File: src/hdl/sgm_pkg.sv
// sgm_pkg: shared types and constants of the sobel gradient magnitude block
// used by sgm_front, sgm_fifo, sgm_back and the top level
package sgm_pkg;

  localparam int PIX_W   = 8;
  localparam int GRAD_W  = 11;   // signed gradient, -1020..1020
  localparam int SQR_W   = 20;   // one squared gradient, up to 1040400
  localparam int SUM_W   = 21;   // sum of both squares
  localparam int ROOT_W  = 22;   // root accumulator plus trial bit
  localparam int MAG_W   = 11;
  localparam int WIDTH_W = 12;
  localparam int HEIGHT_W = 16;

  localparam int CFG_IDX_W  = 4;
  localparam int CFG_DATA_W = 16;

  localparam int QDEPTH = 4;
  localparam int QPTR_W = 2;
  localparam int QCNT_W = 3;

  localparam int MIN_WIDTH  = 3;
  localparam int MIN_HEIGHT = 3;
  localparam int BORDER     = 2;

  localparam logic [WIDTH_W-1:0]  WIDTH_RESET  = 12'd640;
  localparam logic [HEIGHT_W-1:0] HEIGHT_RESET = 16'd480;

  // largest power of four not above the max sum
  localparam logic [SUM_W-1:0] ROOT_START_BIT = 21'h100000;

  localparam logic [CFG_IDX_W-1:0] REG_IMAGE_WIDTH  = 4'd0;
  localparam logic [CFG_IDX_W-1:0] REG_IMAGE_HEIGHT = 4'd1;

  typedef struct packed {
    logic                  valid;
    logic [CFG_IDX_W-1:0]  index;
    logic [CFG_DATA_W-1:0] data;
  } cfg_req_t;

  typedef struct packed {
    logic signed [GRAD_W-1:0] gx;
    logic signed [GRAD_W-1:0] gy;
    logic                     last;
  } grad_t;

  typedef struct packed {
    logic              empty;
    logic [QCNT_W-1:0] count;
  } q_status_t;

endpackage

File: src/hdl/sgm_fifo.sv
// sgm_fifo: short queue of gradient pairs between front and back
// depends on sgm_pkg
module sgm_fifo
  import sgm_pkg::*;
(
  input  logic      clk_i,
  input  logic      rst_ni,
  input  logic      push_i,
  input  grad_t     data_i,
  input  logic      pop_i,
  output grad_t     data_o,
  output q_status_t stat_o
);

  grad_t              mem_q [QDEPTH];
  logic [QPTR_W-1:0]  wr_ptr_q, rd_ptr_q;
  logic [QCNT_W-1:0]  count_q;
  logic               do_push, do_pop;

  assign do_push = push_i && (count_q != QCNT_W'(QDEPTH));
  assign do_pop  = pop_i && (count_q != '0);

  always_ff @(posedge clk_i or negedge rst_ni) begin
    if (!rst_ni) begin
      wr_ptr_q <= '0;
      rd_ptr_q <= '0;
      count_q  <= '0;
    end else begin
      if (do_push) wr_ptr_q <= wr_ptr_q + QPTR_W'(1);
      if (do_pop)  rd_ptr_q <= rd_ptr_q + QPTR_W'(1);
      case ({do_push, do_pop})
        2'b10:   count_q <= count_q + QCNT_W'(1);
        2'b01:   count_q <= count_q - QCNT_W'(1);
        default: count_q <= count_q;
      endcase
    end
  end

  always_ff @(posedge clk_i) begin
    if (do_push) mem_q[wr_ptr_q] <= data_i;
  end

  assign data_o       = mem_q[rd_ptr_q];
  assign stat_o.empty = (count_q == '0);
  assign stat_o.count = count_q;

  a_count_bounded: assert property (@(posedge clk_i) disable iff (!rst_ni)
    count_q <= QCNT_W'(QDEPTH))
    else $error("queue count beyond depth");

endmodule

File: config.mk
export PLATFORM = sky130hd
export DESIGN_NAME = sgm_fifo
export DESIGN_NICKNAME = d
export VERILOG_FILES = /design/src/hdl/sgm_pkg.sv /design/src/hdl/sgm_fifo.sv
export SDC_FILE = /design/constraint.sdc
export NUM_CORES = 1
export LEC_CHECK = 0
export BUFFER_PORTS_ARGS = -buffer_cell sky130_fd_sc_hd__buf_2
export CAP_MARGIN = 20
export CORE_UTILIZATION = 51
export CTS_CLUSTER_SIZE = 14
export DETAILED_ROUTE_END_ITERATION = 8
export GPL_ROUTABILITY_DRIVEN = 1
export PLACE_DENSITY_LB_ADDON = 0.25
export SLEW_MARGIN = 10
export SYNTH_ARGS = -nofsm -noshare
export SYNTH_HDL_FRONTEND = slang
export SYNTH_SLANG_ARGS = --single-unit
export TNS_END_PERCENT = 50
File: constraint.sdc
create_clock -name clk_i -period 1.8 [get_ports clk_i]
set_clock_uncertainty 0.15 [all_clocks]
set_input_delay 0.36 -clock clk_i [delete_from_list [all_inputs] [get_ports clk_i]]
set_output_delay 0.36 -clock clk_i [all_outputs]
set_load 0.005 [all_outputs]
==> flow_summary.ini <==
[place]
dp_slack_ps = -148.1
place_congestion = 0.7266
numPortBuffers = 53
dpl.hpwl_um = 4353

[timing]
fin_ws_ps = -345.5
min_period_ps = 2146
max_freq_mhz = 466.1
relSlewSlack_pct = 87.02
tns_ps = -7604
max_slew.worst_pin.slew_ps = 194.7
slew_violations = 0
rsz0062_at_grt = true
hold_viol_final = 0
fin_crit_sh_pct = 119.2
final-setup-viol-count = 25

[min_path]
holdCritPathClass = in -> reg
worst_hold_startpoint = data_i[5]
whs_endpoint = mem_q[3][5]$_DFFE_PP_
holdPathStages = 1

[power_and_ir_drop]
p_clk_share_pct = 20.0
p_sw_share_pct = 28.69
power_density_mw_per_mm2 = 1563
net-switching-power_mw = 2.051
peakVddDrop_v = 0.0009062
p_int_mw = 5.097
power_frac_seq_pct = 45.5
p_comb_share_pct = 34.4
p_leak_nw = 1.656

[layout]
n_antenna_cell = 0
final_nets = 274
final_cell_mix = 92 x edfxtp_1, 52 x buf_2, 23 x mux4_2
fillers = 530
final_common_cell = edfxtp_1
drive_above_1_share_pct = 51.63
area_delta_synth_final_pct = 20.59

[cts]
clk_latency_ps = 350
cts_tree = done
numClockSinks = 99
htreeDepth = 3
cts.reportedPaths.clkPinSlew_ps = 100
cts-buffers-inserted = 9
root_buffer = clkbuf_8
cts_buffer_depth = 2

[worst_setup_path]
cp_cell_sequence = buf_12 > mux4_2 > buf_2
cp.required_ps = 1290
cp_top_family = multiplexers
worst-r2r-cell-count = 7
r2r-end = count_q[2]$_DFFE_PN0P_
crit_buf_inv = 2
critPathCaptureType = output pin
ff2ff_setup_slack_ps = -100
critPathMaxFanout = 9
crit_type = reg -> out
regToRegStartpoint = count_q[1]$_DFFE_PN0P_
cp.arrival_ps = 1640
start_kind = flop
cpPeakStageDelay_ps = 500
critPathSlowestCell = mux4_2

[drt]
ant_nets = 0
vias_per_cell = 5.099
wl_per_cell_um = 18.04
remaining_drc_errors = 0
dr.first_iter.drc_count = 81
first_pass_iters = 4
drt-total-wl_um = 6224
vias = 1759

[logic_synthesis]
muxShareOfSynthArea_pct = 14.72
synthDistinctLibCells = 20
yosysSeqAreaShare_pct = 77.49
syn_avg_cell_area_um2 = 23.99
synth_fa_ha_area_share_pct = 2.178
yosys.area_share.simple_pct = 0.9901
synth_xor_area_share_pct = 1.386
synth_compound_area_share_pct = 0.7921
synthCells = 158
synth_nets = 191
synth_top_family_by_area = multiplexers
synth_area_mm2 = 0.003791
ys_warn_count = 0
ys_ff_latch = 99

[global_routing]
grt_max_degree = 19
grt_pass1_vias = 1938
grt_pass1_wl_um = 9418
gr-total-overflow = 0
track_usage_pct = 17.63
antenna_found_initial = 0

[floorplanning]
std_cell_rows = 31
dieArea_mm2 = 0.007783
die-width_um = 88.22
ios = 54
core_area_mm2 = 0.007214
initial_core_util_pct = 52.55
die_height_um = 88.22

[run_status]
status = finished, violations left
violations = negative setup slack

[job]
maxCapViolations = 0
[power by group through the flow]
| stage | logic, mW | clock network, mW | registers (mW) |
|---|---|---|---|
| 3_3_place_gp | 2.35 | 0 | 3.26 |
| 3_5_place_dp | 2.44 | 0 | 3.31 |
| 2_1_floorplan | 1.45 | 0 | 3.23 |
| 4_1_cts | 2.48 | 1.47 | 3.26 |
| 5_1_grt | 2.66 | 1.56 | 3.30 |
| 6_report | 2.46 | 1.43 | 3.25 |
[cell type report]
type	instances	area, µm²	area share (%)
clock buffer	9	123.9	2.709
clock inverter	7	83.83	1.834
inverter	7	26.28	0.5747
multi-input combinational	46	749.5	16.39
sequential	99	2940	64.31
tap	99	123.9	2.709
timing repair buffer	78	524.3	11.47
[sequential cells by signal (all words and copies together), names as in the netlist]
| signal | flops |
|---|---|
| count_q | 3 |
| mem_q | 92 |
| rd_ptr_q | 2 |
| wr_ptr_q | 2 |
[synthesized netlist by cell type (all sizes together)]
library cell / count / area [µm²]
edfxtp: 92 / 2763
mux4: 23 / 536.8
dfrtp: 7 / 175.2
inv: 7 / 26.28
buf: 6 / 66.31
ha: 5 / 62.56
and2: 4 / 25.02
xnor2: 3 / 26.28
xor2: 3 / 26.28
a31oi: 1 / 21.27
fa: 1 / 20.02
mux2: 1 / 11.26
mux2i: 1 / 10.01
nand2: 1 / 3.750
nor2: 1 / 3.750
nor3: 1 / 5.000
o31a: 1 / 8.760
[per-stage QoR]
step / std cells / hold slack, ps / total power, mW / util [%] / area (µm²)
finish: 345 / 57.49 / 7.148 / 63.37 / 4572
global route: 345 / 32.31 / 7.520 / 63.37 / 4572
global placement: 327 / 51.67 / 5.616 / 60.41 / 4358
floorplan: 158 / -85.59 / 4.686 / - / 3799
CTS: 344 / 40.52 / 7.213 / 63.18 / 4558
detailed placement: 327 / 62.86 / 5.748 / 60.41 / 4358
[what timing repair did]
item                                   CTS  global route
endpoints found under the hold margin    7             0
resized for setup                        7             1
buffers inserted                         0             1
hold buffers                             1             0
pin swaps                                2             0
setup endpoints to repair               25            25
[worst max path at each step]
stage	to	slack (ps)	startpoint	cells after the start
floorplan	count_q[2]$_DFFE_PN0P_	-70	count_q[0]$_DFFE_PN0P_	9
global placement	count_q[2]$_DFFE_PN0P_	-3	count_q[2]$_DFFE_PN0P_	7
detailed placement	count_q[2]$_DFFE_PN0P_	-150	count_q[2]$_DFFE_PN0P_	7
CTS	data_o[16]	-380	rd_ptr_q[0]$_DFFE_PN0P_	3
global route	data_o[8]	-440	rd_ptr_q[0]$_DFFE_PN0P_	3
finish	data_o[10]	-350	rd_ptr_q[0]$_DFFE_PN0P_	3
[cell families after synthesis]
group / after synthesis
xor+xnor: 6
fa+ha+maj: 6
compound gates: 2
flops: 99
simple gates: 7
mux: 25
buf+inv: 13
[metal layers]
| metal | up-vias | wire length (µm) | GRT usage [%] |
|---|---|---|---|
| li1 | 809 | - | - |
| met4 | 0 | 115 | 9.238 |
| met1 | 902 | 2581 | 20.58 |
| met5 | - | 0 | 0 |
| met3 | 9 | 203 | 4.291 |
| met2 | 39 | 3323 | 30.42 |
(Power assumes the default switching activity.)
