**src/hdl/sgm_pkg.sv**
```systemverilog
// sgm_pkg: shared types and constants of the sobel gradient magnitude block
// used by sgm_front, sgm_fifo, sgm_back and the top level
package sgm_pkg;

  localparam int PIX_W   = 8;
  localparam int GRAD_W  = 11;   // signed gradient, -1020..1020
  localparam int SQR_W   = 20;   // one squared gradient, up to 1040400
  localparam int SUM_W   = 21;   // sum of both squares
  localparam int ROOT_W  = 22;   // root accumulator plus trial bit
  localparam int MAG_W   = 11;
  localparam int WIDTH_W = 12;
  localparam int HEIGHT_W = 16;

  localparam int CFG_IDX_W  = 4;
  localparam int CFG_DATA_W = 16;

  localparam int QDEPTH = 4;
  localparam int QPTR_W = 2;
  localparam int QCNT_W = 3;

  localparam int MIN_WIDTH  = 3;
  localparam int MIN_HEIGHT = 3;
  localparam int BORDER     = 2;

  localparam logic [WIDTH_W-1:0]  WIDTH_RESET  = 12'd640;
  localparam logic [HEIGHT_W-1:0] HEIGHT_RESET = 16'd480;

  // largest power of four not above the max sum
  localparam logic [SUM_W-1:0] ROOT_START_BIT = 21'h100000;

  localparam logic [CFG_IDX_W-1:0] REG_IMAGE_WIDTH  = 4'd0;
  localparam logic [CFG_IDX_W-1:0] REG_IMAGE_HEIGHT = 4'd1;

  typedef struct packed {
    logic                  valid;
    logic [CFG_IDX_W-1:0]  index;
    logic [CFG_DATA_W-1:0] data;
  } cfg_req_t;

  typedef struct packed {
    logic signed [GRAD_W-1:0] gx;
    logic signed [GRAD_W-1:0] gy;
    logic                     last;
  } grad_t;

  typedef struct packed {
    logic              empty;
    logic [QCNT_W-1:0] count;
  } q_status_t;

endpackage

```
**src/hdl/sgm_back.sv**
```systemverilog
// sgm_back: squares, sum and iterative integer square root, one result register
// depends on sgm_pkg; pops gradient pairs from sgm_fifo
module sgm_back
  import sgm_pkg::*;
(
  input  logic             clk_i,
  input  logic             rst_ni,
  input  grad_t            q_data_i,
  input  q_status_t        q_stat_i,
  output logic             q_pop_o,
  input  logic             pop_i,
  output logic             empty_o,
  output logic [MAG_W-1:0] magnitude_o,
  output logic             last_of_frame_o
);

  typedef enum logic [2:0] {
    ST_IDLE,
    ST_SQUARE,
    ST_ADD,
    ST_ROOT,
    ST_PUT
  } state_e;

  state_e                   state_q;
  logic signed [GRAD_W-1:0] gx_q, gy_q;
  logic                     item_last_q;
  logic [SQR_W-1:0]         sqx_q, sqy_q;
  logic [SUM_W-1:0]         rem_q, bit_q;
  logic [ROOT_W-1:0]        root_q;
  logic                     out_valid_q, out_last_q;
  logic                     out_valid_d;
  logic [MAG_W-1:0]         out_mag_q;

  logic [ROOT_W-1:0]        trial;
  logic                     take;
  logic                     out_free;
  logic signed [2*GRAD_W-1:0] prod_x, prod_y;

  assign take     = (state_q == ST_IDLE) && !q_stat_i.empty;
  assign q_pop_o  = take;
  assign out_free = !out_valid_q || pop_i;
  assign trial    = root_q + {1'b0, bit_q};
  assign prod_x   = gx_q * gx_q;
  assign prod_y   = gy_q * gy_q;

  // output register: drained by pop, refilled by a finished result
  always_comb begin
    out_valid_d = out_valid_q;
    if (pop_i && out_valid_q) out_valid_d = 1'b0;
    if (state_q == ST_PUT && out_free) out_valid_d = 1'b1;
  end

  always_ff @(posedge clk_i or negedge rst_ni) begin
    if (!rst_ni) begin
      state_q     <= ST_IDLE;
      out_valid_q <= 1'b0;
    end else begin
      out_valid_q <= out_valid_d;
      case (state_q)
        ST_IDLE: begin
          if (take) state_q <= ST_SQUARE;
        end
        ST_SQUARE: state_q <= ST_ADD;
        ST_ADD:    state_q <= ST_ROOT;
        ST_ROOT: begin
          if (bit_q[0]) state_q <= ST_PUT;
        end
        ST_PUT: begin
          if (out_free) begin
            state_q <= ST_IDLE;
          end
        end
        default: state_q <= ST_IDLE;
      endcase
    end
  end

  always_ff @(posedge clk_i) begin
    case (state_q)
      ST_IDLE: begin
        if (take) begin
          gx_q        <= q_data_i.gx;
          gy_q        <= q_data_i.gy;
          item_last_q <= q_data_i.last;
        end
      end
      ST_SQUARE: begin
        sqx_q <= prod_x[SQR_W-1:0];
        sqy_q <= prod_y[SQR_W-1:0];
      end
      ST_ADD: begin
        rem_q  <= {1'b0, sqx_q} + {1'b0, sqy_q};
        root_q <= '0;
        bit_q  <= ROOT_START_BIT;
      end
      ST_ROOT: begin
        // one result bit per step
        if ({1'b0, rem_q} >= trial) begin
          rem_q  <= rem_q - trial[SUM_W-1:0];
          root_q <= (root_q >> 1) + {1'b0, bit_q};
        end else begin
          root_q <= root_q >> 1;
        end
        bit_q <= bit_q >> 2;
      end
      ST_PUT: begin
        if (out_free) begin
          out_mag_q  <= root_q[MAG_W-1:0];
          out_last_q <= item_last_q;
        end
      end
      default: begin
      end
    endcase
  end

  assign empty_o         = !out_valid_q;
  assign magnitude_o     = out_mag_q;
  assign last_of_frame_o = out_last_q;

  a_root_bit_live: assert property (@(posedge clk_i) disable iff (!rst_ni)
    (state_q == ST_ROOT) |-> (bit_q != '0))
    else $error("root step without a trial bit");

  a_put_fills_output: assert property (@(posedge clk_i) disable iff (!rst_ni)
    (state_q == ST_PUT && out_free) |=> out_valid_q)
    else $error("finished result not loaded into the output register");

endmodule

```
**config.mk**
```make
export PLATFORM = sky130hd
export DESIGN_NAME = sgm_back
export DESIGN_NICKNAME = d
export VERILOG_FILES = /design/src/hdl/sgm_pkg.sv /design/src/hdl/sgm_back.sv
export SDC_FILE = /design/constraint.sdc
export NUM_CORES = 1
export LEC_CHECK = 0
export BUFFER_PORTS_ARGS = -buffer_cell sky130_fd_sc_hd__clkbuf_2
export CAP_MARGIN = 5
export CORE_AREA = 4 4 152 184
export CTS_CLUSTER_SIZE = 12
export DETAILED_ROUTE_END_ITERATION = 6
export DIE_AREA = 0 0 156 188
export PLACE_DENSITY = 0.78
export SKIP_LAST_GASP = 1
export SLEW_MARGIN = 30
export SYNTH_ARGS = -nofsm -noshare
export SYNTH_HDL_FRONTEND = slang
export SYNTH_SLANG_ARGS = --single-unit
```
**constraint.sdc**
```tcl
create_clock -name clk_i -period 5.25 [get_ports clk_i]
set_clock_uncertainty 0.2 [all_clocks]
set_input_delay 0.525 -clock clk_i [delete_from_list [all_inputs] [get_ports clk_i]]
set_output_delay 0.525 -clock clk_i [all_outputs]
set_load 0.01 [all_outputs]
```
==> run metrics, run 1 <==
Post-synth EDFFs 127; start-to-end type of the worst setup path flop to flop; post-route cell area 18300 um2; cell family with the largest share of critical-path delay adder cells; initial antenna violation count 0; post-synth top area cell sky130_fd_sc_hd__edfxtp_1; total via count after detailed routing approximately 11000; via count of the first global-routing pass about 12000; routability congestion estimate 0.880; worst min-delay path class input pin to flop; antenna-violating nets left 0; remaining global-route overflow 0; number of placed I/O pins 44; vias per cell 5.54; total number of nets in the final design about 2100; critical path's largest stage delay 580 ps; row count 65; dpl ws -209 ps; violations in the final reports negative setup slack; DP HPWL 24.9 mm; status finished, violations left; Yosys cell types 59; min setup slack post-route -262 ps; share of cells above drive strength 1 between 20% and 30%; final wirelength 34.1 mm; R2R depth 18; number of pins exceeding their max-slew limit in the final report 0; unrepaired setup endpoints after global routing true; most common flop cell mapped by yosys sky130_fd_sc_hd__edfxtp_1; detailed-router iteration count before antenna repair 5; number of violations reported at the end of detailed-routing iteration 0 about 600; number of nets in the synthesized netlist approximately 1900; number of design rule violations left after detail routing 0; register bit total from synthesis 131; slew margin rel. between 60% and 70%; largest cells by area after synthesis sky130_fd_sc_hd__edfxtp_1 (25%), sky130_fd_sc_hd__fa_1 (25%), sky130_fd_sc_hd__ha_1 (12%), sky130_fd_sc_hd__inv_1 (6.8%), sky130_fd_sc_hd__xnor2_1 (4.5%); count of port buffers added during placement 40; Die Width 156 um; first-pass GRT wire length 54.5 mm; later-pin clock latency in the skew report 440 ps; sequential cell area fraction in the yosys report 25.6%; clock tree from TritonCTS done; critical path data arrival time 5500 ps; async set-reset flop share out of synthesis 3.05%; Worst-Margin Slew 584 ps; largest net degree at the start of global routing 45; critical path, cell by cell and2_4 -> fa_2 -> fa_1 -> inv_2 -> fa_1 -> inv_2 -> fa_1 -> inv_2 -> fa_1 -> inv_2 -> ha_4 -> or2_4 -> a21oi_4 -> a211oi_4 -> or4_4 -> a31o_4 -> a21oi_2 -> xnor2_1; clock period minus final worst setup slack 5510 ps; # Max-Cap Violations 0; WP depth 18; Post-Syn Area about 15000 um2; GRT Resource Usage Total 22.8%; endpoints failing setup 5; Final Cycle Share 105%; synthesis-to-layout area growth 19.6%; total clock buffers created by CTS 17; Starting Density between 50% and 60%; number of hold-slack violations in the final timing report 0; depth of the worst hold-timing path 1; instance area at placement 16800 um2; Routed wire per std cell between 15 and 20 um; clock slew at the register clock pins of the worst setup and hold paths 70 ps; kind of end point of the critical path flop; startpoint type of the worst setup path flop; Synth top area share 24.9%; root cell of the clock tree sky130_fd_sc_hd__clkbuf_16; Die Y-Extent 188 um; YS warnings 0; setup TNS -802 ps; worst-path fanout max 5; Synth Instances between 1500 and 2000; antenna diode count 0; core outline area ~26000 um2; maximum number of buffers from clock root to sink 2; critical path's slowest cell sky130_fd_sc_hd__fa_1; Worst Path Required 5240 ps; CP bufs+invs 4; Post-Syn Area per Cell 10.0 um2; Fmax achieved ~180 MHz; full die area around 29000 um2; count of H-tree levels built during CTS 4; number of clock sinks 131
-- layout by cell type, fill, tap and decap left out, drive strengths merged, types with 4 or more instances in the layout --
| master | Yosys | routed |
|---|---|---|
| a21o | 15 | 15 |
| buf | 6 | 163 |
| and3 | 20 | 20 |
| o21ai | 40 | 40 |
| o21ba | 4 | 4 |
| nor3 | 26 | 26 |
| nor2b | 33 | 33 |
| or2 | 8 | 8 |
| ha | 147 | 147 |
| o31ai | 9 | 9 |
| clkbuf | 30 | 58 |
| dfrtp | 4 | 4 |
| o211ai | 10 | 10 |
| nand2b | 15 | 15 |
| o21a | 20 | 20 |
| mux2i | 13 | 13 |
| a31o | 6 | 6 |
| inv | 278 | 284 |
| fa | 189 | 189 |
| a41oi | 4 | 4 |
| xor2 | 31 | 31 |
| edfxtp | 127 | 127 |
| nand2 | 105 | 105 |
| clkinv | 0 | 4 |
| nor4 | 5 | 5 |
| nor2 | 81 | 81 |
| and2 | 58 | 58 |
| or4 | 4 | 4 |
| o21bai | 10 | 10 |
| a21oi | 57 | 57 |
| a211oi | 14 | 14 |
| or3 | 8 | 8 |
| nor3b | 7 | 7 |
| a31oi | 20 | 20 |
| xnor2 | 78 | 78 |
| nand3 | 13 | 13 |
-- cell usage after synthesis, types with 31 or more instances --
master,count
sky130_fd_sc_hd__and2_1,57
sky130_fd_sc_hd__xnor2_1,78
sky130_fd_sc_hd__nor2_1,81
sky130_fd_sc_hd__edfxtp_1,127
sky130_fd_sc_hd__nor2b_1,33
sky130_fd_sc_hd__ha_1,147
sky130_fd_sc_hd__xor2_1,31
sky130_fd_sc_hd__a21oi_1,57
sky130_fd_sc_hd__o21ai_0,39
sky130_fd_sc_hd__fa_1,189
sky130_fd_sc_hd__inv_1,278
sky130_fd_sc_hd__nand2_1,105
-- worst paths after layout --
kind	startpoint	to	slack, ps
max in group asynchronous	rst_ni	state_q[1]	4510
worst max register to register	gx_q[7]	sqx_q[18]	-260
worst max-delay path	gx_q[7]	sqx_q[18]	-260
worst min-delay path	q_data_i[4]	gy_q[3]	60
worst min register to register	item_last_q	last_of_frame_o	230
min in group asynchronous	rst_ni	state_q[0]	220
-- layout make-up --
class / count / area [um2]
multi-input combinational: 1078 / 10800
fill: 1760 / 7830
sequential: 131 / 3910
timing repair buffer: 204 / 1520
inverter: 278 / 1040
clock buffer: 18 / 439
tap: 335 / 419
clock inverter: 14 / 168
-- kinds of logic (layout without fill, tap and decap cells) --
family	Yosys count	in the layout	share of synthesized area [%]
adder cells (fa/ha/maj)	336	336	36.8
multiplexers	13	13	0.851
flip-flops	131	131	25.6
buffers and inverters	314	514	7.87
AO/OA/AOI/OAI	234	234	10.1
AND/OR/NAND/NOR	386	386	12.5
XOR/XNOR	109	109	6.25
-- metal layers --
layer	up-vias	wire length [um]	GRT usage (%)	part of all wire, %
li1	5398	-	-	-
met1	5652	12700	25.3	37
met2	250	19100	44.0	56
met3	102	794	2.40	2.3
met4	0	1430	8.29	4.2
met5	-	0	0	0
-- sequential cells by signal, summed over array words and instances, names as in the netlist --
register / count
root_q: 22
magnitude_o: 11
sqy_q: 19
state_q: 3
gx_q: 11
sqx_q: 19
gy_q: 11
last_of_frame_o: 1
out_valid_q: 1
bit_q: 11
item_last_q: 1
rem_q: 21
-- what timing repair did --
action	4_1_cts	5_1_grt
pin swaps	25	67
resized for setup	48	107
hold endpoints to repair	4	0
hold buffers	1	0
setup endpoints to repair	6	51
setup buffers	6	26
-- worst reg2reg max path, delay by kind of cell (launching register included) --
family | cells | cell delay (ps)
compound gates | 4 | 620
xor+xnor | 1 | 70
fa+ha+maj | 6 | 2750
buf+inv | 4 | 200
flops | 1 | 510
simple gates | 3 | 900
-- per-stage QoR --
step           utilization [%]  cells  hold slack (ps)
2_1_floorplan                -   1523             29.4
3_3_place_gp              64.4   1993              135
3_5_place_dp              64.4   1993              135
4_1_cts                   67.6   2032             50.1
5_1_grt                   70.0   2058             47.5
6_report                  70.0   2058             57.8
Power of run 1 is not shown: default switching activity piles up to over one toggle a cycle in this logic, so the estimate is an artifact.
==> inputs of run 2 (changes only) <==
- CELL_PAD_IN_SITES_DETAIL_PLACEMENT: not set -> 1
- CELL_PAD_IN_SITES_GLOBAL_PLACEMENT: not set -> 1
- CORE_AREA: 4 4 152 184 -> 4 4 170 205
- DIE_AREA: 0 0 156 188 -> 0 0 174 209
- PLACE_DENSITY: 0.78 -> not set
- PLACE_DENSITY_LB_ADDON: not set -> 0.1
==> run 2 against run 1 <==
Effect of this change:
- the flow still finishes with violations (negative setup slack)
- largest cell class unchanged
- first-iteration DRC count fell by 44%
- worst hold slack got worse by 25 ps
- final cell count is 5.1% higher
==> run metrics, run 2 (synthesized netlist as in run 1, its figures left out) <==
status finished, violations left; violations in the final reports negative setup slack; initial antenna violation count 0; Final Cycle Share 103%; count of port buffers added during placement 40; maximum number of buffers from clock root to sink 2; Worst-Margin Slew roughly 600 ps; clock period minus final worst setup slack 5420 ps; most frequent cells in the layout sky130_fd_sc_hd__inv_1 (258), sky130_fd_sc_hd__fa_1 (177), sky130_fd_sc_hd__buf_4 (174); number of hold-slack violations in the final timing report 0; later-pin clock latency in the skew report ~460 ps; vias per cell roughly 5.2; root cell of the clock tree sky130_fd_sc_hd__clkbuf_16; row count 73; worst-path fanout max 3; Most Frequent Cell on Critical Path sky130_fd_sc_hd__fa_1; share of cells above drive strength 1 22.7%; routability congestion estimate 0.835; number of design rule violations left after detail routing 0; largest net degree at the start of global routing 45; FF-to-FF setup slack -170 ps; via count of the first global-routing pass 12700; crit path from gx_q[2]; remaining global-route overflow 0; R2R depth 20; min setup slack post-route -174 ps; total clock buffers created by CTS 17; most frequent standard cell in the layout excluding fill and tap cells sky130_fd_sc_hd__inv_1; number of pins exceeding their max-slew limit in the final report 0; slew margin rel. 59.8%; clock tree from TritonCTS done; kind of end point of the critical path flop; Worst Setup EP sqx_q[18]; placed cell count 2081; flip-flop count of the largest register, all copies and words added 22; unrepaired setup endpoints after global routing true; endpoint of the worst-slack reg-to-reg timing path sqx_q[18]; Fmax achieved around 180 MHz; full die area 36400 um2; DP HPWL 29.3 mm; fillcell total 3611; critical path data arrival time 5430 ps; leading registers by flop count root_q: 22 flops, rem_q: 21 flops; GRT Resource Usage Total 20.5%; # Max-Cap Violations 0; final std cells w/o fill around 2200; critical path's slowest cell sky130_fd_sc_hd__fa_1; clock slew at the register clock pins of the worst setup and hold paths 70 ps; antenna-violating nets left 0; startpoint type of the worst setup path flop; critical path's largest stage delay 570 ps; worst min-delay path class input pin to flop; Routed wire per std cell 17.2 um; register containing the most flip-flops in the final layout root_q; Die Width 174 um; number of placed I/O pins between 40 and 50; final wirelength 37.3 mm; total number of nets in the final design around 2100; first-pass GRT wire length 60.6 mm; number of clock sinks 131; Starting Density roughly 46%; total via count after detailed routing around 11000; Reg2Reg Launch Point gx_q[2]; core outline area 32900 um2; Die Y-Extent around 210 um; number of violations reported at the end of detailed-routing iteration 0 325; critical path, cell by cell buf_6 -> nand2_4 -> fa_1 -> inv_2 -> fa_1 -> inv_2 -> fa_1 -> inv_2 -> fa_1 -> inv_1 -> fa_1 -> inv_2 -> ha_4 -> or2_4 -> a21oi_4 -> a211oi_2 -> or4_4 -> a31o_4 -> a21oi_2 -> xnor2_1; Worst Path Required 5250 ps; synthesis-to-layout area growth 21.3%; endpoints failing setup 5; count of H-tree levels built during CTS 4; antenna diode count 0; detailed-router iteration count before antenna repair 5; start-to-end type of the worst setup path flop to flop
## run 2: changes by cell type in the layout (fill, tap and decap cells not counted), moves of 3 or more
| cell | before | now |
|---|---|---|
| sky130_fd_sc_hd__xnor2_1 | 77 | 74 |
| sky130_fd_sc_hd__buf_4 | 143 | 174 |
| sky130_fd_sc_hd__and2_4 | 11 | 7 |
| sky130_fd_sc_hd__nand2_1 | 91 | 96 |
| sky130_fd_sc_hd__buf_6 | 19 | 14 |
| sky130_fd_sc_hd__xnor2_2 | 1 | 4 |
| sky130_fd_sc_hd__nand2_2 | 12 | 8 |
| sky130_fd_sc_hd__and2_1 | 47 | 51 |
## run 2: worst min-delay path by stage
stage | start | to | slack, ps | cells after the start
CTS | q_data_i[7] | gy_q[6] | 10 | 1
global route | q_data_i[6] | gy_q[5] | 20 | 1
finish | q_data_i[8] | gy_q[7] | 30 | 1
floorplan | rst_ni | out_valid_q | 30 | 0
detailed placement | rst_ni | out_valid_q | 140 | 1
global placement | rst_ni | state_q[0] | 130 | 1
## run 2: timing repair
item | in CTS | in global routing
setup buffers | 21 | 31
resized for setup | 55 | 85
hold endpoints to repair | 4 | 0
endpoints found under the setup margin | 8 | 36
pin swaps | 47 | 68
hold buffers | 1 | 0
## run 2: cell type report
class	count	area, um2	share of cell area (%)
clock buffer	19	443	2.39
clock inverter	13	171	0.925
inverter	278	1040	5.63
multi-input combinational	1078	10700	57.9
sequential	131	3910	21.1
tap	412	515	2.78
timing repair buffer	231	1710	9.25
## run 2: per-layer routing
metal	up-vias	wire (um)	GRT usage, %	part of all wire (%)
li1	5449	-	-	-
met5	-	0	0	0
met4	0	944	6.36	2.5
met3	57	623	2.82	1.7
met1	5693	14500	22.8	39
met2	120	21200	40.2	57
## run 2: metrics by stage
| stage | hold slack, ps | cell area, um2 | util (%) | setup TNS, ps | worst slack (ps) |
|---|---|---|---|---|---|
| global placement | 133 | 17000 | 51.7 | -645 | -166 |
| CTS | 12.8 | 18000 | 54.8 | -760 | -248 |
| finish | 32.7 | 18500 | 56.4 | -525 | -174 |
| detailed placement | 141 | 17000 | 51.7 | -1140 | -262 |
| floorplan | 29.4 | 15400 | - | -88.1 | -88.1 |
| global route | 17.3 | 18500 | 56.4 | -2010 | -410 |
## run 2: worst max-delay path, delay by kind of cell (launching register included)
family | cells | cell delay (ps)
compound gates | 4 | 560
xor+xnor | 1 | 70
fa+ha+maj | 6 | 2840
buf+inv | 6 | 370
flops | 1 | 400
simple gates | 3 | 730
Power of run 2 is left out for the same reason.
==> inputs of run 3 (changes only) <==
- ABC_AREA: not set -> 1
- CORE_AREA: 4 4 170 205 -> 4 4 180 217
- DIE_AREA: 0 0 174 209 -> 0 0 184 221
==> run 3 against run 2 <==
Effect of this change:
- the run now ends clean
- critical path depth shrank 4
- worst hold slack better by 4.5 ps
- non-clock buffer count shrank 116
- critical endpoint unchanged
==> run metrics, run 3 <==
routability congestion estimate 0.849; Die Width 184 um; root cell of the clock tree sky130_fd_sc_hd__clkbuf_16; number of violations reported at the end of detailed-routing iteration 0 405; remaining global-route overflow 0; worst min-delay path class input pin to flop; Post-Syn Area per Cell 8.40 um2; via count of the first global-routing pass between 10000 and 15000; number of design rule violations left after detail routing 0; initial antenna violation count 0; sequential cell area fraction in the yosys report 23.9%; Worst Path Required between 5000 and 6000 ps; DP HPWL 36.7 mm; Fmax achieved slightly below 200 MHz; Starting Density 44.5%; Most Frequent Cell on Critical Path sky130_fd_sc_hd__fa_1; fillcell total 4408; most common flop cell mapped by yosys sky130_fd_sc_hd__edfxtp_1; number of hold-slack violations in the final timing report 0; total number of nets in the final design 2412; total clock buffers created by CTS 17; clock slew at the register clock pins of the worst setup and hold paths 70 ps; antenna-violating nets left 0; Yosys cell types 47; critical path's slowest cell sky130_fd_sc_hd__fa_1; first-pass GRT wire length roughly 73 mm; Final Cycle Share 96.9%; depth of the worst hold-timing path 1; # Max-Cap Violations 0; number of pins exceeding their max-slew limit in the final report 0; count of port buffers added during placement 40; Synth Instances 1949; Worst-Margin Slew ~700 ps; most frequent standard cell in the layout excluding fill and tap cells sky130_fd_sc_hd__inv_1; area used by multi-input combinational logic 10900 um2; register bit total from synthesis 131; async set-reset flop share out of synthesis under 10%; critical path's largest stage delay around 550 ps; flip-flop count of the largest register, all copies and words added 22; slew margin rel. 52.9%; status completed; largest net degree at the start of global routing 43; core outline area 36800 um2; GRT Resource Usage Total 22.6%; largest cells by area after synthesis sky130_fd_sc_hd__edfxtp_1 (23%), sky130_fd_sc_hd__fa_1 (23%), sky130_fd_sc_hd__ha_1 (11%), sky130_fd_sc_hd__inv_1 (10%), sky130_fd_sc_hd__nand2_1 (8.7%); most used standard cell by instance count after synthesis sky130_fd_sc_hd__inv_1; critical path, cell by cell buf_4 -> nand2_1 -> inv_1 -> fa_1 -> fa_1 -> fa_1 -> fa_1 -> inv_1 -> fa_1 -> inv_1 -> ha_2 -> a21oi_2 -> o21ai_0 -> a21oi_1 -> o21ai_0 -> xor2_1; worst-path fanout max 5; number of placed I/O pins 44; post-route cell area 18400 um2; post-synth top area cell sky130_fd_sc_hd__edfxtp_1; later-pin clock latency in the skew report 460 ps; leading registers by flop count root_q: 22 flops, rem_q: 21 flops; Layout Utilization about half; unrepaired setup endpoints after global routing true; register containing the most flip-flops in the final layout root_q; sequential cell area 3910 um2; kind of end point of the critical path flop; full die area 40700 um2; startpoint type of the worst setup path flop; total via count after detailed routing 13000; critical path data arrival time roughly 5100 ps; antenna diode count 0; clock period minus final worst setup slack 5090 ps; endpoints failing setup 0; count of H-tree levels built during CTS 4; row count 77; most frequent cells in the layout sky130_fd_sc_hd__inv_1 (430), sky130_fd_sc_hd__nand2_1 (372), sky130_fd_sc_hd__fa_1 (186); detailed-router iteration count before antenna repair 6; clock tree from TritonCTS done; Post-Syn Area 16400 um2; maximum number of buffers from clock root to sink 2; setup TNS 0 ps; Post-synth EDFFs 127; number of nets in the synthesized netlist around 2300; synthesis-to-layout area growth 12.5%; R2R depth 16; share of cells above drive strength 1 just over 10%; Routed wire per std cell 17.6 um; Synth top area share 23.3%; YS warnings 0; number of clock sinks 131; start-to-end type of the worst setup path flop to flop; instance area at placement 17400 um2; Synth top cells by count sky130_fd_sc_hd__inv_1 (436), sky130_fd_sc_hd__nand2_1 (380), sky130_fd_sc_hd__fa_1 (189); final wirelength 44.5 mm; vias per cell approximately 5; Die Y-Extent 221 um
-- run 3: cell types whose count changed after synthesis, sizes merged, moves of 33 or more --
cell,change
nand2,+283
inv,+159
nand3,+66
and2,-57
a21oi,+54
o21ai,+52
nor2,+47
nor2b,-33
-- run 3: path summary, 6_finish.rpt --
kind                              start              end  slack [ps]
setup / recovery                gx_q[2]        sqx_q[18]         160
hold / removal             q_data_i[12]          gx_q[0]          40
setup reg to reg                gx_q[2]        sqx_q[18]         160
hold reg to reg             item_last_q  last_of_frame_o         230
max in group asynchronous        rst_ni       state_q[1]        4520
min in group asynchronous        rst_ni      out_valid_q         200
-- run 3: final cells by class --
class                           instances  area share, %
Sequential cell                       131           21.2
Clock inverter                         15          0.978
Clock buffer                           17           2.31
Tap cell                              474           3.22
Timing Repair Buffer                  115           4.37
Inverter                              437           8.90
Multi-Input combinational cell       1344           59.0
-- run 3: per-layer routing --
layer | wire [um] | track usage [%] | vias to the layer above | part of all wire [%]
met5 | 0 | 0 | - | 0
met4 | 1450 | 8.49 | 0 | 3.3
met3 | 680 | 2.15 | 76 | 1.5
met2 | 24400 | 42.8 | 153 | 55
met1 | 18000 | 25.8 | 6399 | 40
li1 | - | - | 6333 | -
-- run 3: through the flow --
step                worst slack (ps)  instances  hold WS [ps]
floorplan                       1.59       1949          29.4
global placement                 154       2478           139
detailed placement              86.1       2478           143
CTS                             56.8       2511          11.5
global route                   -72.5       2533          25.9
finish                           164       2533          37.3
-- run 3: worst max-delay path: cells and delay by family (launching register included) --
kind                     cells  cell delay (ps)
AND/OR/NAND/NOR              1               60
adder cells (fa/ha/maj)      6             2930
flip-flops                   1              490
buffers and inverters        4              370
AO/OA/AOI/OAI                4              610
XOR/XNOR                     1              150
-- run 3: kinds of logic after synthesis --
kind of cell / after synthesis / synth area share, %
adders and majority gates: 336 / 34.3
AOI/OAI and AO/OA: 247 / 8.22
buffers and inverters: 474 / 11.0
and+or+nand+nor: 654 / 16.8
xor gates and xnor gates: 107 / 5.72
DFF: 131 / 23.9
-- run 3: repair_timing --
item,4_1_cts,5_1_grt
hold buffers,1,0
gates resized for setup,0,50
buffers inserted,0,22
hold endpoints to repair,4,0
endpoints found under the setup margin,0,16
Power of run 3 is left out for the same reason.
